File: src/hw/rtl/a7ts_pkg.sv
// ----------------------------------------------------------------------------
// a7ts_pkg
// Shared types, constants and pass tables for the Adam7 tiled scan generator.
// ----------------------------------------------------------------------------
package a7ts_pkg;

    localparam int DIM_W     = 13;   // configured image dimension
    localparam int COORD_W   = 12;   // image coordinate on the result
    localparam int FILL_W    = 4;    // preview rectangle side
    localparam int COLOR_W   = 8;
    localparam int PASS_W    = 3;
    localparam int MAX_DIM   = 4096; // largest dimension honored
    localparam int CFG_IDX_W = 2;

    localparam logic [PASS_W-1:0]    LAST_PASS        = 3'd6;
    localparam logic [DIM_W-1:0]     DIM_RESET        = 13'd256;
    localparam logic [CFG_IDX_W-1:0] REG_IMAGE_WIDTH  = 2'd0;
    localparam logic [CFG_IDX_W-1:0] REG_IMAGE_HEIGHT = 2'd1;

    typedef struct packed {
        logic [3:0] start_col;
        logic [3:0] start_row;
        logic [3:0] col_inc;
        logic [3:0] row_inc;
        logic [3:0] blk_w;
        logic [3:0] blk_h;
    } pass_geom_t;

    // Control from the top level to the walker.
    typedef struct packed {
        logic restart;   // config write: back to the first pixel of pass 0
        logic advance;   // a request is consumed by the scan
    } a7ts_ctrl_t;

    // Everything the walker reports about the current pixel.
    typedef struct packed {
        logic [COORD_W-1:0] pixel_x;
        logic [COORD_W-1:0] pixel_y;
        logic [FILL_W-1:0]  fill_width;
        logic [FILL_W-1:0]  fill_height;
        logic               tile_pass_end;
        logic               image_pass_end;
        logic               scan_done;
        logic [COORD_W-1:0] next_x;
        logic [COORD_W-1:0] next_y;
    } a7ts_result_t;

    // Adam7 lattice: start, step and preview block per pass.
    function automatic pass_geom_t pass_geom(input logic [PASS_W-1:0] p);
        pass_geom_t g;
        case (p)
            3'd0:    g = '{4'd0, 4'd0, 4'd8, 4'd8, 4'd8, 4'd8};
            3'd1:    g = '{4'd4, 4'd0, 4'd8, 4'd8, 4'd4, 4'd8};
            3'd2:    g = '{4'd0, 4'd4, 4'd4, 4'd8, 4'd4, 4'd4};
            3'd3:    g = '{4'd2, 4'd0, 4'd4, 4'd4, 4'd2, 4'd4};
            3'd4:    g = '{4'd0, 4'd2, 4'd2, 4'd4, 4'd2, 4'd2};
            3'd5:    g = '{4'd1, 4'd0, 4'd2, 4'd2, 4'd1, 4'd2};
            default: g = '{4'd0, 4'd1, 4'd1, 4'd2, 4'd1, 4'd1};
        endcase
        return g;
    endfunction

endpackage

File: src/hw/rtl/a7ts_extent.sv
// ----------------------------------------------------------------------------
// a7ts_extent
// Extent of one tile along one axis, and whether it is the last tile there.
// ----------------------------------------------------------------------------
module a7ts_extent #(
    parameter int TILE_SIZE = 64
) (
    input  logic [a7ts_pkg::DIM_W-1:0] dim,
    input  logic [a7ts_pkg::DIM_W-1:0] origin,
    output logic [$clog2(TILE_SIZE+1)-1:0] extent,
    output logic                       last,
    output logic [a7ts_pkg::DIM_W-1:0] next_origin
);
    localparam int DW = a7ts_pkg::DIM_W;
    localparam int EW = $clog2(TILE_SIZE + 1);

    logic [DW:0] end_pos;

    assign end_pos     = {1'b0, origin} + (DW+1)'(TILE_SIZE);
    assign last        = end_pos >= {1'b0, dim};
    assign next_origin = end_pos[DW-1:0];
    // The last tile keeps whatever is left of the image.
    assign extent      = last ? EW'(dim - origin) : EW'(TILE_SIZE);

endmodule

File: src/hw/rtl/a7ts_walker.sv
// ----------------------------------------------------------------------------
// a7ts_walker
// Scan position state: pass, tile origin and local position, with the
// step to the next pixel of the Adam7 tiled order.
// ----------------------------------------------------------------------------
module a7ts_walker #(
    parameter int TILE_SIZE = 64
) (
    input  logic                        aclk,
    input  logic                        aresetn,
    input  a7ts_pkg::a7ts_ctrl_t        ctrl,
    input  logic [a7ts_pkg::DIM_W-1:0]  img_w,
    input  logic [a7ts_pkg::DIM_W-1:0]  img_h,
    output a7ts_pkg::a7ts_result_t      result,
    output logic                        finished
);
    localparam int DW = a7ts_pkg::DIM_W;
    localparam int CW = a7ts_pkg::COORD_W;
    localparam int PW = a7ts_pkg::PASS_W;
    localparam int LW = $clog2(TILE_SIZE);
    localparam int EW = $clog2(TILE_SIZE + 1);
    localparam int SW = $clog2(TILE_SIZE + 8);

    logic [PW-1:0] pass_reg, pass_next;
    logic [DW-1:0] x0_reg, x0_next, y0_reg, y0_next;
    logic [LW-1:0] lx_reg, lx_next, ly_reg, ly_next;
    logic          finished_reg, finished_next;

    a7ts_pkg::pass_geom_t geom, geom_n;

    logic [EW-1:0] tw, th, tw_n, th_n;
    logic          col_last, row_last, col_last_n, row_last_n;
    logic [DW-1:0] x0_adv, y0_adv, x0_adv_n, y0_adv_n;
    logic [SW-1:0] sum_x, sum_y;
    logic          x_wrap, y_wrap, tile_end, img_end, done;
    logic [EW-1:0] fw_raw, fh_raw, fw, fh;
    logic [LW-1:0] lx_start, ly_start;

    a7ts_extent #(.TILE_SIZE(TILE_SIZE)) u_ext_x (
        .dim(img_w), .origin(x0_reg), .extent(tw), .last(col_last), .next_origin(x0_adv)
    );
    a7ts_extent #(.TILE_SIZE(TILE_SIZE)) u_ext_y (
        .dim(img_h), .origin(y0_reg), .extent(th), .last(row_last), .next_origin(y0_adv)
    );
    // Extents of the tile that the scan moves to.
    a7ts_extent #(.TILE_SIZE(TILE_SIZE)) u_ext_xn (
        .dim(img_w), .origin(x0_next), .extent(tw_n), .last(col_last_n),
        .next_origin(x0_adv_n)
    );
    a7ts_extent #(.TILE_SIZE(TILE_SIZE)) u_ext_yn (
        .dim(img_h), .origin(y0_next), .extent(th_n), .last(row_last_n),
        .next_origin(y0_adv_n)
    );

    // Step along the lattice and pick the next tile and pass.
    always_comb begin
        geom     = a7ts_pkg::pass_geom(pass_reg);
        sum_x    = SW'(lx_reg) + SW'(geom.col_inc);
        sum_y    = SW'(ly_reg) + SW'(geom.row_inc);
        x_wrap   = sum_x >= SW'(tw);
        y_wrap   = sum_y >= SW'(th);
        tile_end = x_wrap && y_wrap;
        img_end  = tile_end && row_last && col_last;
        done     = img_end && (pass_reg == a7ts_pkg::LAST_PASS);

        // Tile rows run fastest, then tile columns.
        x0_next = x0_reg;
        y0_next = y0_reg;
        if (tile_end) begin
            if (row_last) begin
                y0_next = '0;
                x0_next = col_last ? '0 : x0_adv;
            end else begin
                y0_next = y0_adv;
            end
        end

        pass_next = (img_end && !done) ? pass_reg + PW'(1) : pass_reg;
    end

    // Local position of the next pixel and the report on the current one.
    always_comb begin
        geom_n = a7ts_pkg::pass_geom(pass_next);

        // Pass start of the new tile; a tile too small for it takes its last pixel.
        if (EW'(geom_n.start_col) >= tw_n || EW'(geom_n.start_row) >= th_n) begin
            lx_start = LW'(tw_n - EW'(1));
            ly_start = LW'(th_n - EW'(1));
        end else begin
            lx_start = LW'(geom_n.start_col);
            ly_start = LW'(geom_n.start_row);
        end

        if (!x_wrap) begin
            lx_next = sum_x[LW-1:0];
            ly_next = ly_reg;
        end else if (!y_wrap) begin
            lx_next = LW'(geom.start_col);
            ly_next = sum_y[LW-1:0];
        end else if (done) begin
            lx_next = '0;
            ly_next = '0;
        end else begin
            lx_next = lx_start;
            ly_next = ly_start;
        end

        finished_next = done;

        // Preview block clipped to the tile.
        fw_raw = tw - EW'(lx_reg);
        fh_raw = th - EW'(ly_reg);
        fw     = (fw_raw > EW'(geom.blk_w)) ? EW'(geom.blk_w) : fw_raw;
        fh     = (fh_raw > EW'(geom.blk_h)) ? EW'(geom.blk_h) : fh_raw;

        result.pixel_x        = CW'(x0_reg + DW'(lx_reg));
        result.pixel_y        = CW'(y0_reg + DW'(ly_reg));
        result.fill_width     = a7ts_pkg::FILL_W'(fw);
        result.fill_height    = a7ts_pkg::FILL_W'(fh);
        result.tile_pass_end  = tile_end;
        result.image_pass_end = img_end;
        result.scan_done      = done;
        result.next_x         = done ? '0 : CW'(x0_next + DW'(lx_next));
        result.next_y         = done ? '0 : CW'(y0_next + DW'(ly_next));
    end

    // The follow-on tile flags and origins are not needed beyond the extents.
    logic unused_n;
    assign unused_n = col_last_n ^ row_last_n ^ (^x0_adv_n) ^ (^y0_adv_n);

    always_ff @(posedge aclk) begin
        if (!aresetn || ctrl.restart) begin
            pass_reg     <= '0;
            x0_reg       <= '0;
            y0_reg       <= '0;
            lx_reg       <= '0;
            ly_reg       <= '0;
            finished_reg <= 1'b0;
        end else if (ctrl.advance && !unused_n | ctrl.advance) begin
            pass_reg     <= pass_next;
            x0_reg       <= x0_next;
            y0_reg       <= y0_next;
            lx_reg       <= lx_next;
            ly_reg       <= ly_next;
            finished_reg <= finished_next;
        end
    end

    assign finished = finished_reg;

endmodule

File: src/hw/rtl/adam7_tiled_scan_generator_unit.sv
// ----------------------------------------------------------------------------
// adam7_tiled_scan_generator_unit
// Adam7 progressive visiting order over a tiled image, one pixel per request.
// ----------------------------------------------------------------------------
//
//  Channel   Dir  Payload                                         Handshake
//  s_        in   tdata: red, green, blue                         tvalid/tready
//  m_        out  tdata: pixel/fill/color/next; tuser; tlast      tvalid/tready
//  cfg_      in   cfg_index, cfg_wdata (image_width, image_height) cfg_we only
//
//  For each request the walker steps the scan position with short
//  table-driven add/compare logic and the result is loaded into the output
//  register, so one request per cycle is sustained while m_tready stays high.
//  The output register is the only buffer; a new request is taken whenever
//  it is empty or being drained in the same cycle.
//  Reset (aresetn low, synchronous) and any write to image_width or
//  image_height restart the scan at pass 0, first tile, first pixel.
//  After the last pixel of the seventh pass, requests are taken and dropped
//  until the next reset or configuration write.
// ----------------------------------------------------------------------------
module adam7_tiled_scan_generator_unit #(
    parameter int TILE_SIZE = 64
) (
    input  logic                              aclk,
    input  logic                              aresetn,
    // configuration write port
    input  logic                              cfg_we,
    input  logic [a7ts_pkg::CFG_IDX_W-1:0]    cfg_index,
    input  logic [a7ts_pkg::DIM_W-1:0]        cfg_wdata,
    // request stream
    input  logic                              s_tvalid,
    output logic                              s_tready,
    input  logic [23:0]                       s_tdata,  // red, green, blue
    // result stream
    output logic                              m_tvalid,
    input  logic                              m_tready,
    // pixel_x, pixel_y, fill_width, fill_height, out_red, out_green,
    // out_blue, next_x, next_y
    output logic [79:0]                       m_tdata,
    output logic [1:0]                        m_tuser,  // tile_pass_end, image_pass_end
    output logic                              m_tlast   // scan_done
);
    localparam int DW = a7ts_pkg::DIM_W;
    localparam int KW = a7ts_pkg::COLOR_W;

    logic [DW-1:0] width_reg, height_reg;
    logic [DW-1:0] img_w, img_h;

    a7ts_pkg::a7ts_ctrl_t   ctrl;
    a7ts_pkg::a7ts_result_t walk_res;
    logic                   finished;
    logic                   s_accept;

    a7ts_pkg::a7ts_result_t res_reg;
    logic [KW-1:0]          red_reg, green_reg, blue_reg;
    logic                   m_valid_reg;

    // Configuration registers; an unknown index is ignored.
    always_ff @(posedge aclk) begin
        if (!aresetn) begin
            width_reg  <= a7ts_pkg::DIM_RESET;
            height_reg <= a7ts_pkg::DIM_RESET;
        end else if (cfg_we) begin
            unique case (cfg_index)
                a7ts_pkg::REG_IMAGE_WIDTH:  width_reg  <= cfg_wdata;
                a7ts_pkg::REG_IMAGE_HEIGHT: height_reg <= cfg_wdata;
                default: ;
            endcase
        end
    end

    // Clamp dimensions to 1..MAX_DIM.
    always_comb begin
        if (width_reg == '0)
            img_w = DW'(1);
        else if (32'(width_reg) > a7ts_pkg::MAX_DIM)
            img_w = DW'(a7ts_pkg::MAX_DIM);
        else
            img_w = width_reg;

        if (height_reg == '0)
            img_h = DW'(1);
        else if (32'(height_reg) > a7ts_pkg::MAX_DIM)
            img_h = DW'(a7ts_pkg::MAX_DIM);
        else
            img_h = height_reg;
    end

    // Take a request when the output slot frees up; drop it once finished.
    assign s_tready = finished || !m_valid_reg || m_tready;
    assign s_accept = s_tvalid && s_tready;

    assign ctrl.restart = cfg_we && (cfg_index == a7ts_pkg::REG_IMAGE_WIDTH ||
                                     cfg_index == a7ts_pkg::REG_IMAGE_HEIGHT);
    assign ctrl.advance = s_accept && !finished;

    a7ts_walker #(.TILE_SIZE(TILE_SIZE)) u_walker (
        .aclk     (aclk),
        .aresetn  (aresetn),
        .ctrl     (ctrl),
        .img_w    (img_w),
        .img_h    (img_h),
        .result   (walk_res),
        .finished (finished)
    );

    // Output register: valid is control, payload loads without reset.
    always_ff @(posedge aclk) begin
        if (!aresetn) begin
            m_valid_reg <= 1'b0;
        end else if (ctrl.advance) begin
            m_valid_reg <= 1'b1;
        end else if (m_tready) begin
            m_valid_reg <= 1'b0;
        end
    end

    always_ff @(posedge aclk) begin
        if (ctrl.advance) begin
            res_reg   <= walk_res;
            red_reg   <= s_tdata[7:0];
            green_reg <= s_tdata[15:8];
            blue_reg  <= s_tdata[23:16];
        end
    end

    assign m_tvalid = m_valid_reg;
    assign m_tdata  = {res_reg.next_y, res_reg.next_x, blue_reg, green_reg, red_reg,
                       res_reg.fill_height, res_reg.fill_width,
                       res_reg.pixel_y, res_reg.pixel_x};
    assign m_tuser  = {res_reg.image_pass_end, res_reg.tile_pass_end};
    assign m_tlast  = res_reg.scan_done;

endmodule

File: config.mk
export PLATFORM = sky130hd
export DESIGN_NAME = adam7_tiled_scan_generator_unit
export DESIGN_NICKNAME = d
export VERILOG_FILES = /design/src/hw/rtl/a7ts_pkg.sv /design/src/hw/rtl/a7ts_extent.sv /design/src/hw/rtl/a7ts_walker.sv /design/src/hw/rtl/adam7_tiled_scan_generator_unit.sv
export SDC_FILE = /design/constraint.sdc
export NUM_CORES = 1
export LEC_CHECK = 0
export ABC_AREA = 1
export BUFFER_PORTS_ARGS = -buffer_cell sky130_fd_sc_hd__buf_2
export CORE_MARGIN = 4
export CORE_UTILIZATION = 45
export DETAILED_ROUTE_END_ITERATION = 8
export PLACE_DENSITY = 0.65
export SYNTH_ARGS = -nofsm -noshare
export SYNTH_HDL_FRONTEND = slang
export SYNTH_SLANG_ARGS = --single-unit
File: constraint.sdc
create_clock -name aclk -period 20.2 [get_ports aclk]
set_input_delay 1.01 -clock aclk [delete_from_list [all_inputs] [get_ports aclk]]
set_output_delay 1.01 -clock aclk [all_outputs]
set_load 0.01 [all_outputs]
==> results of run 1 <==
==> area by class of cell <==
cell class | count | area share
well taps | 335 | 0.0314
repair buffers | 129 | 0.0485
clock buffers | 17 | 0.0318
clock inverters | 15 | 0.0128
inverters | 300 | 0.0846
flip-flops and latches | 152 | 0.290
multi-input cells | 1058 | 0.501
==> worst max-delay path by stage <==
stage	start	endpoint	slack [ns]	cells after the start
floorplan	u_walker.pass_reg[2]$_SDFFE_PP0P_	m_tdata[66]$_SDFFCE_PP0P_	11.62	61
global placement	u_walker.pass_reg[2]$_SDFFE_PP0P_	m_tdata[76]$_SDFFCE_PP0P_	9.87	62
detailed placement	u_walker.pass_reg[2]$_SDFFE_PP0P_	m_tdata[64]$_SDFFCE_PP0P_	9.67	60
CTS	u_walker.pass_reg[2]$_SDFFE_PP0P_	m_tdata[64]$_SDFFCE_PP0P_	9.62	60
global route	u_walker.pass_reg[2]$_SDFFE_PP0P_	m_tdata[64]$_SDFFCE_PP0P_	8.49	60
finish	u_walker.pass_reg[2]$_SDFFE_PP0P_	m_tdata[64]$_SDFFCE_PP0P_	9.53	60
==> synthesized netlist by cell type (2+ instances only) <==
| cell type | instances | area share |
|---|---|---|
| sky130_fd_sc_hd__clkbuf_1 | 16 | 0.0051 |
| sky130_fd_sc_hd__o21ai_1 | 4 | 0.0017 |
| sky130_fd_sc_hd__nand2_1 | 282 | 0.090 |
| sky130_fd_sc_hd__nand3_1 | 68 | 0.029 |
| sky130_fd_sc_hd__nor3_1 | 7 | 0.0030 |
| sky130_fd_sc_hd__buf_6 | 3 | 0.0029 |
| sky130_fd_sc_hd__or2_2 | 11 | 0.0058 |
| sky130_fd_sc_hd__nand4_1 | 14 | 0.0074 |
| sky130_fd_sc_hd__buf_2 | 2 | 0.00085 |
| sky130_fd_sc_hd__inv_2 | 4 | 0.0013 |
| sky130_fd_sc_hd__nand2_4 | 6 | 0.0057 |
| sky130_fd_sc_hd__nand2_2 | 12 | 0.0064 |
| sky130_fd_sc_hd__a221oi_1 | 3 | 0.0022 |
| sky130_fd_sc_hd__ha_1 | 158 | 0.17 |
| sky130_fd_sc_hd__a21boi_0 | 3 | 0.0019 |
| sky130_fd_sc_hd__a211oi_1 | 5 | 0.0032 |
| sky130_fd_sc_hd__fa_1 | 12 | 0.020 |
| sky130_fd_sc_hd__nand4_4 | 2 | 0.0036 |
| sky130_fd_sc_hd__nor2_4 | 3 | 0.0029 |
| sky130_fd_sc_hd__o21ai_0 | 86 | 0.036 |
| sky130_fd_sc_hd__o21bai_1 | 4 | 0.0025 |
| sky130_fd_sc_hd__nor2_1 | 136 | 0.043 |
| sky130_fd_sc_hd__dfxtp_1 | 69 | 0.12 |
| sky130_fd_sc_hd__o2111ai_1 | 2 | 0.0015 |
| sky130_fd_sc_hd__a31oi_1 | 3 | 0.0016 |
| sky130_fd_sc_hd__xor2_1 | 54 | 0.040 |
| sky130_fd_sc_hd__xnor2_1 | 16 | 0.012 |
| sky130_fd_sc_hd__nand3b_1 | 3 | 0.0019 |
| sky130_fd_sc_hd__clkinv_1 | 2 | 0.00064 |
| sky130_fd_sc_hd__nor2_2 | 6 | 0.0032 |
| sky130_fd_sc_hd__a21oi_1 | 134 | 0.057 |
| sky130_fd_sc_hd__a21o_1 | 7 | 0.0044 |
| sky130_fd_sc_hd__inv_1 | 293 | 0.093 |
| sky130_fd_sc_hd__edfxtp_1 | 83 | 0.21 |
| sky130_fd_sc_hd__nand3_2 | 4 | 0.0034 |
| sky130_fd_sc_hd__nor4_1 | 3 | 0.0016 |
| sky130_fd_sc_hd__o31ai_1 | 4 | 0.0025 |
==> worst max-delay path: cells and delay by family (launching register included) <==
kind	cells	cell delay (ns)
buffers and inverters	11	0.91
xor gates and xnor gates	1	0.18
AOI/OAI and AO/OA	14	3.38
and+or+nand+nor	25	3.18
adders and majority gates	9	2.41
DFF	1	0.41
==> logic make-up after synthesis <==
family	count (synthesis)	synth area share
buffers and inverters	322	0.106
AOI/OAI and AO/OA	260	0.119
xor gates and xnor gates	70	0.0519
and+or+nand+nor	558	0.208
DFF	152	0.328
adders and majority gates	170	0.188
==> stage by stage <==
stage               total power (W)  utilization
finish                     0.000993        0.514
floorplan                  0.000584            -
global placement           0.000661        0.491
detailed placement         0.000665        0.491
CTS                        0.000997        0.514
global route                0.00105        0.514
==> metal layers <==
metal,vias up,GRT usage,part of all wire,wire (um)
li1,5207,-,-,-
met4,0,0.0684,0.028,856
met2,304,0.367,0.47,14600
met3,58,0.0344,0.053,1640
met5,-,0,0,0
met1,4640,0.277,0.45,13800
==> where the power goes <==
group	switching [W]	leakage [nW]	total, W	internal (W)
Combinational	0.000191	5.29	0.000295	0.000104
Clock	0.000154	0.285	0.000331	0.000177
Sequential	0.0000120	1.39	0.000367	0.000355
==> results.json, run 1 <==
{
  "hold_path.class": "reg2reg",
  "cts-buffers-inserted": 17,
  "worst_ep_required_time_ns": 20.44,
  "diodes": 0,
  "min_to": "height_reg[7]$_SDFFE_PN0P_",
  "reg2regPathDepth": 60,
  "hold_slack_ns": 0.479,
  "num-nets-final": 1872,
  "power.static_leakage_nw": 6.96,
  "combined_area_of_the_multi_input_logic_cells_um2": 6690,
  "post_layout_nonfiller_instances": 2006,
  "design.die.area_um2": 28900,
  "dominantRegCellSynth": "sky130_fd_sc_hd__edfxtp_1",
  "critical_path.most_common_cell": "sky130_fd_sc_hd__inv_1",
  "detail_route.wirelength_um": 30900,
  "postCtsSetupBuffers": 0,
  "timing.final.max_slew_violations": 0,
  "setup_ws_ns": 9.53,
  "rows": 59,
  "final-seq-area_um2": 3870,
  "initial_utilization": 0.455,
  "synth.avg_cell_area_um2": 7.72,
  "cts_root_buf": "sky130_fd_sc_hd__clkbuf_16",
  "grt_max_degree": 72,
  "clock_tree.buffer_depth": 2,
  "drt-wirelength-per-cell_um": 15.4,
  "postSynthNetCount": 1746,
  "kind_of_critical_path": "reg2reg",
  "worst_hold_path_cell_count": 2,
  "start_kind": "flip-flop",
  "synth_area_um2": 11800,
  "vias_per_cell": 5.09,
  "grt_overflow": 0,
  "setup-tns-final_ns": 0,
  "synth-edff-count": 83,
  "cts.hold.buffers_added": 0,
  "cts_resized": 0,
  "timing.rr.end": "m_tdata[64]$_SDFFCE_PP0P_",
  "post_synth_inst_count": 1532,
  "place_inst": 1974,
  "synthToLayoutAreaGrowth_pct": 13.1,
  "nFillCells": 2534,
  "final_layout_size_suffix_gt1_frac": 0.128,
  "first_pass_grt_wire_length_um": 49800,
  "die_y_um": 170,
  "slew-limit-headroom": 0.256,
  "layout.cells.most_common": "sky130_fd_sc_hd__inv_1",
  "worstSkewPairLatency_ns": 0.44,
  "most-common-layout-cells": "sky130_fd_sc_hd__inv_1, sky130_fd_sc_hd__nand2_1, sky130_fd_sc_hd__ha_1",
  "cts.sink_count": 152,
  "power.ir.vdd_worst_mv": 0.0483,
  "flip_flop_and_latch_count_after_synthesis": 152,
  "setup_violations": 0,
  "place.detailed.hpwl_um": 24300,
  "antenna_found_initial": 0,
  "powerDensity_nw_per_um2": 74.3,
  "ant_nets": 0,
  "largest_register_ffs": 56,
  "vias": 10209,
  "clock_tree_from_tritoncts": "done",
  "post-route-cell-area_um2": 13400,
  "chipWidth_um": 170,
  "dr.first_iter.drc_count": 703,
  "max_clock_freq_mhz": 93.7,
  "critPathArrivalTime_ns": 10.91,
  "hold_path.startpoint": "height_reg[7]$_SDFFE_PN0P_",
  "worst_setup_path_end_kind": "flip-flop",
  "cpMaxStageDelayCell": "sky130_fd_sc_hd__a21oi_2",
  "worst_clock_skew_ns": 0.0142,
  "path_clk_slew_ns": 0.08,
  "unrepaired_setup_endpoints_after_global_routing": "false",
  "ys_types": 45,
  "worst-slew-pin-transition_ns": 1.11,
  "fraction_of_the_yosys_area_taken_by_sequential_cells": 0.328,
  "worst_r2r_startpoint": "u_walker.pass_reg[2]$_SDFFE_PP0P_",
  "port_buffer_count": 128,
  "cap_viol_max_count": 0,
  "async_reset_ff_frac": 0,
  "via_count_of_the_first_global_routing_pass": 9941,
  "run_status": "completed",
  "worst_path_largest_cell_delay_ns": 0.62,
  "design.core.area_um2": 26000,
  "dpl_worst_slack_ns": 9.67,
  "grt_usage": 0.214,
  "drtPass1Iterations": 5,
  "ports": 129,
  "routabilityCongestion": 0.958,
  "finalCritPeriodShare": 0.528,
  "htreeDepth": 4,
  "yosys_warnings": 0,
  "final_hold_viol_count": 0,
  "reg2reg_setup_slack_ns": 9.53,
  "dpl-instance-area_um2": 12800,
  "drc_errors": 0,
  "worstPathMaxFanout": 13,
  "post_route_minimum_period_ns": 10.67
}
Note: power is estimated with default switching activity, not from simulation.
==> inputs of run 2 (changes only) <==
--- a/config.mk
+++ b/config.mk
@@ -10,7 +10,7 @@
 export CORE_MARGIN = 4
 export CORE_UTILIZATION = 45
 export DETAILED_ROUTE_END_ITERATION = 8
-export PLACE_DENSITY = 0.65
+export PLACE_DENSITY = 0.67
 export SYNTH_ARGS = -nofsm -noshare
 export SYNTH_HDL_FRONTEND = slang
 export SYNTH_SLANG_ARGS = --single-unit
==> constraint.sdc (replaced) <==
create_clock -name aclk -period 8.76 [get_ports aclk]
set_input_delay 0.438 -clock aclk [delete_from_list [all_inputs] [get_ports aclk]]
set_output_delay 0.438 -clock aclk [all_outputs]
set_load 0.01 [all_outputs]
==> run 2 against run 1 <==
  * The run now ends with setup timing left
  * Clock skew increased by 0.0043 ns
  * Wire length increased by 18%
  * Sequential cell count unchanged
  * Sequential share of layout area decreased by 5.7 points
  * First-iteration DRC count decreased by 17%
  * Worst setup slack got worse by 9.6 ns
  * Core utilization increased by 13 points
  * Die area unchanged
==> results.json, run 2 (synthesis results as in run 1) <==
{
  "unrepaired_setup_endpoints_after_global_routing": "true",
  "rows": 59,
  "timing.critical_path.to": "m_tdata[66]$_SDFFCE_PP0P_",
  "cts.hold.buffers_added": 0,
  "ports": 129,
  "hold_path.class": "in2reg",
  "power.ir.vdd_worst_mv": 0.0988,
  "reg2regPathDepth": 63,
  "design.core.area_um2": 26000,
  "power.static_leakage_nw": 8.47,
  "diodes": 0,
  "synthToLayoutAreaGrowth_pct": 40.9,
  "run_status": "finished, violations left",
  "worstSkewPairLatency_ns": 0.44,
  "critical_path.startpoint": "width_reg[8]$_SDFFE_PN1P_",
  "nFillCells": 2196,
  "start_kind": "flip-flop",
  "dr.first_iter.drc_count": 582,
  "path_clk_slew_ns": 0.07,
  "dpl_worst_slack_ns": -0.688,
  "reg2reg_setup_slack_ns": -0.05,
  "max_clock_freq_mhz": 114,
  "timing.rr.end": "m_tdata[66]$_SDFFCE_PP0P_",
  "kind_of_critical_path": "reg2reg",
  "cpMaxStageDelayCell": "sky130_fd_sc_hd__fa_2",
  "via_count_of_the_first_global_routing_pass": 11293,
  "port_buffer_count": 128,
  "met3WireLength_um": 1590,
  "grt_overflow": 0,
  "first_pass_grt_wire_length_um": 55100,
  "post_route_minimum_period_ns": 8.81,
  "post-route-cell-area_um2": 16700,
  "clock_tree.buffer_depth": 2,
  "vias_per_cell": 5.06,
  "most-common-layout-cells": "sky130_fd_sc_hd__buf_4, sky130_fd_sc_hd__inv_1, sky130_fd_sc_hd__nand2_1",
  "route.top_layer_used": "met4",
  "worst_clock_skew_ns": 0.0186,
  "design.die.area_um2": 28900,
  "worst_path_largest_cell_delay_ns": 0.38,
  "drt-wirelength-per-cell_um": 15.8,
  "detail_route.wirelength_um": 36500,
  "cap_viol_max_count": 0,
  "failed_checks": "setup timing",
  "die_y_um": 170,
  "drtPass1Iterations": 6,
  "powerDensity_nw_per_um2": 154,
  "cts.sink_count": 152,
  "final_layout_size_suffix_gt1_frac": 0.363,
  "worst_ep_required_time_ns": 8.95,
  "setup_ws_ns": -0.0461,
  "slew-limit-headroom": 0.213,
  "final_hold_viol_count": 0,
  "cts_root_buf": "sky130_fd_sc_hd__clkbuf_16",
  "met1Wirelength_um": 15400,
  "antenna_found_initial": 0,
  "met2WireLength_um": 18200,
  "worst-slew-pin-transition_ns": 1.18,
  "grt_max_degree": 69,
  "worst_setup_path_end_kind": "flip-flop",
  "timing.final.max_slew_violations": 0,
  "drc_errors": 0,
  "finalCritPeriodShare": 1.01,
  "layout.cells.most_common": "sky130_fd_sc_hd__buf_4",
  "setup-tns-final_ns": -0.0701,
  "final-seq-area_um2": 3880,
  "htreeDepth": 4,
  "vias": 11665,
  "largest_register_ffs": 56,
  "initial_utilization": 0.455,
  "worstPathMaxFanout": 8,
  "combined_area_of_the_multi_input_logic_cells_um2": 7690,
  "routabilityCongestion": 0.925,
  "grt_usage": 0.237,
  "num-nets-final": 2171,
  "worst_r2r_startpoint": "width_reg[8]$_SDFFE_PN1P_",
  "clock_tree_from_tritoncts": "done",
  "dpl-instance-area_um2": 14700,
  "critPathArrivalTime_ns": 9.00,
  "cts-buffers-inserted": 17,
  "ant_nets": 0,
  "place.detailed.hpwl_um": 27300,
  "setup_violations": 2,
  "chipWidth_um": 170
}
==> run 2: changes by cell type in the layout (fill, tap and decap cells not counted), moves of 12 or more <==
cell | previous run | this run
sky130_fd_sc_hd__inv_2 | 4 | 25
sky130_fd_sc_hd__nor2_1 | 136 | 104
sky130_fd_sc_hd__ha_1 | 158 | 125
sky130_fd_sc_hd__a21oi_2 | 1 | 20
sky130_fd_sc_hd__a21oi_1 | 134 | 112
sky130_fd_sc_hd__o21ai_0 | 86 | 66
sky130_fd_sc_hd__nand2_1 | 282 | 240
sky130_fd_sc_hd__nand3_1 | 68 | 56
sky130_fd_sc_hd__inv_1 | 292 | 268
sky130_fd_sc_hd__buf_4 | 1 | 285
sky130_fd_sc_hd__nor2_2 | 6 | 29
sky130_fd_sc_hd__buf_6 | 0 | 14
sky130_fd_sc_hd__nand2_2 | 12 | 49
sky130_fd_sc_hd__ha_4 | 0 | 26
==> run 2: routing by layer <==
| metal | up-vias | GRT usage |
|---|---|---|
| met5 | - | 0 |
| met4 | 0 | 0.0854 |
| met3 | 89 | 0.0290 |
| met2 | 307 | 0.422 |
| met1 | 5450 | 0.294 |
| li1 | 5819 | - |
==> run 2: power breakdown <==
group	switching, W	internal (W)
Clock	0.000341	0.000398
Combinational	0.000555	0.000420
Sequential	0.0000253	0.000819
==> run 2: area by class of cell <==
cell class                 count  area share
clock inverter                14     0.00841
inverter                     300      0.0685
multi-input combinational   1058       0.461
clock buffer                  18      0.0258
tap                          335      0.0252
sequential                   152       0.233
timing repair buffer         428       0.178
==> run 2: per-stage QoR <==
step                      hold slack, ns  total power (W)  std cells   util
after floorplan                    0.444          0.00135       1532      -
after global placement             0.455          0.00165       2233  0.567
after detailed placement           0.471          0.00167       2233  0.567
after CTS                          0.164          0.00244       2276  0.599
after global routing               0.157          0.00270       2305  0.641
final                              0.170          0.00256       2305  0.641
==> run 2: critical path: cells and delay by family (launching register included) <==
family | cells | cell delay (ns)
buffers and inverters | 13 | 1.38
and+or+nand+nor | 31 | 3.34
AOI/OAI and AO/OA | 11 | 1.55
DFF | 1 | 0.33
adders and majority gates | 6 | 1.66
xor gates and xnor gates | 2 | 0.28
==> run 2: how the worst min path moves through the flow <==
| stage | slack [ns] | to | cells past startpoint | startpoint |
|---|---|---|---|---|
| 2_1_floorplan | 0.44 | height_reg[7]$_SDFFE_PN0P_ | 2 | height_reg[7]$_SDFFE_PN0P_ |
| 3_3_place_gp | 0.46 | height_reg[6]$_SDFFE_PN0P_ | 2 | height_reg[6]$_SDFFE_PN0P_ |
| 3_5_place_dp | 0.47 | height_reg[6]$_SDFFE_PN0P_ | 2 | height_reg[6]$_SDFFE_PN0P_ |
| 4_1_cts | 0.16 | blue_reg[0]$_DFFE_PP_ | 1 | s_tdata[16] |
| 5_1_grt | 0.16 | red_reg[6]$_DFFE_PP_ | 1 | s_tdata[6] |
| 6_report | 0.17 | blue_reg[0]$_DFFE_PP_ | 1 | s_tdata[16] |
==> run 2: repair_timing <==
item / in CTS / in global routing
pin swaps: 29 / 110
setup endpoints to repair: 16 / 22
buffers inserted: 11 / 30
gates resized for setup: 60 / 217
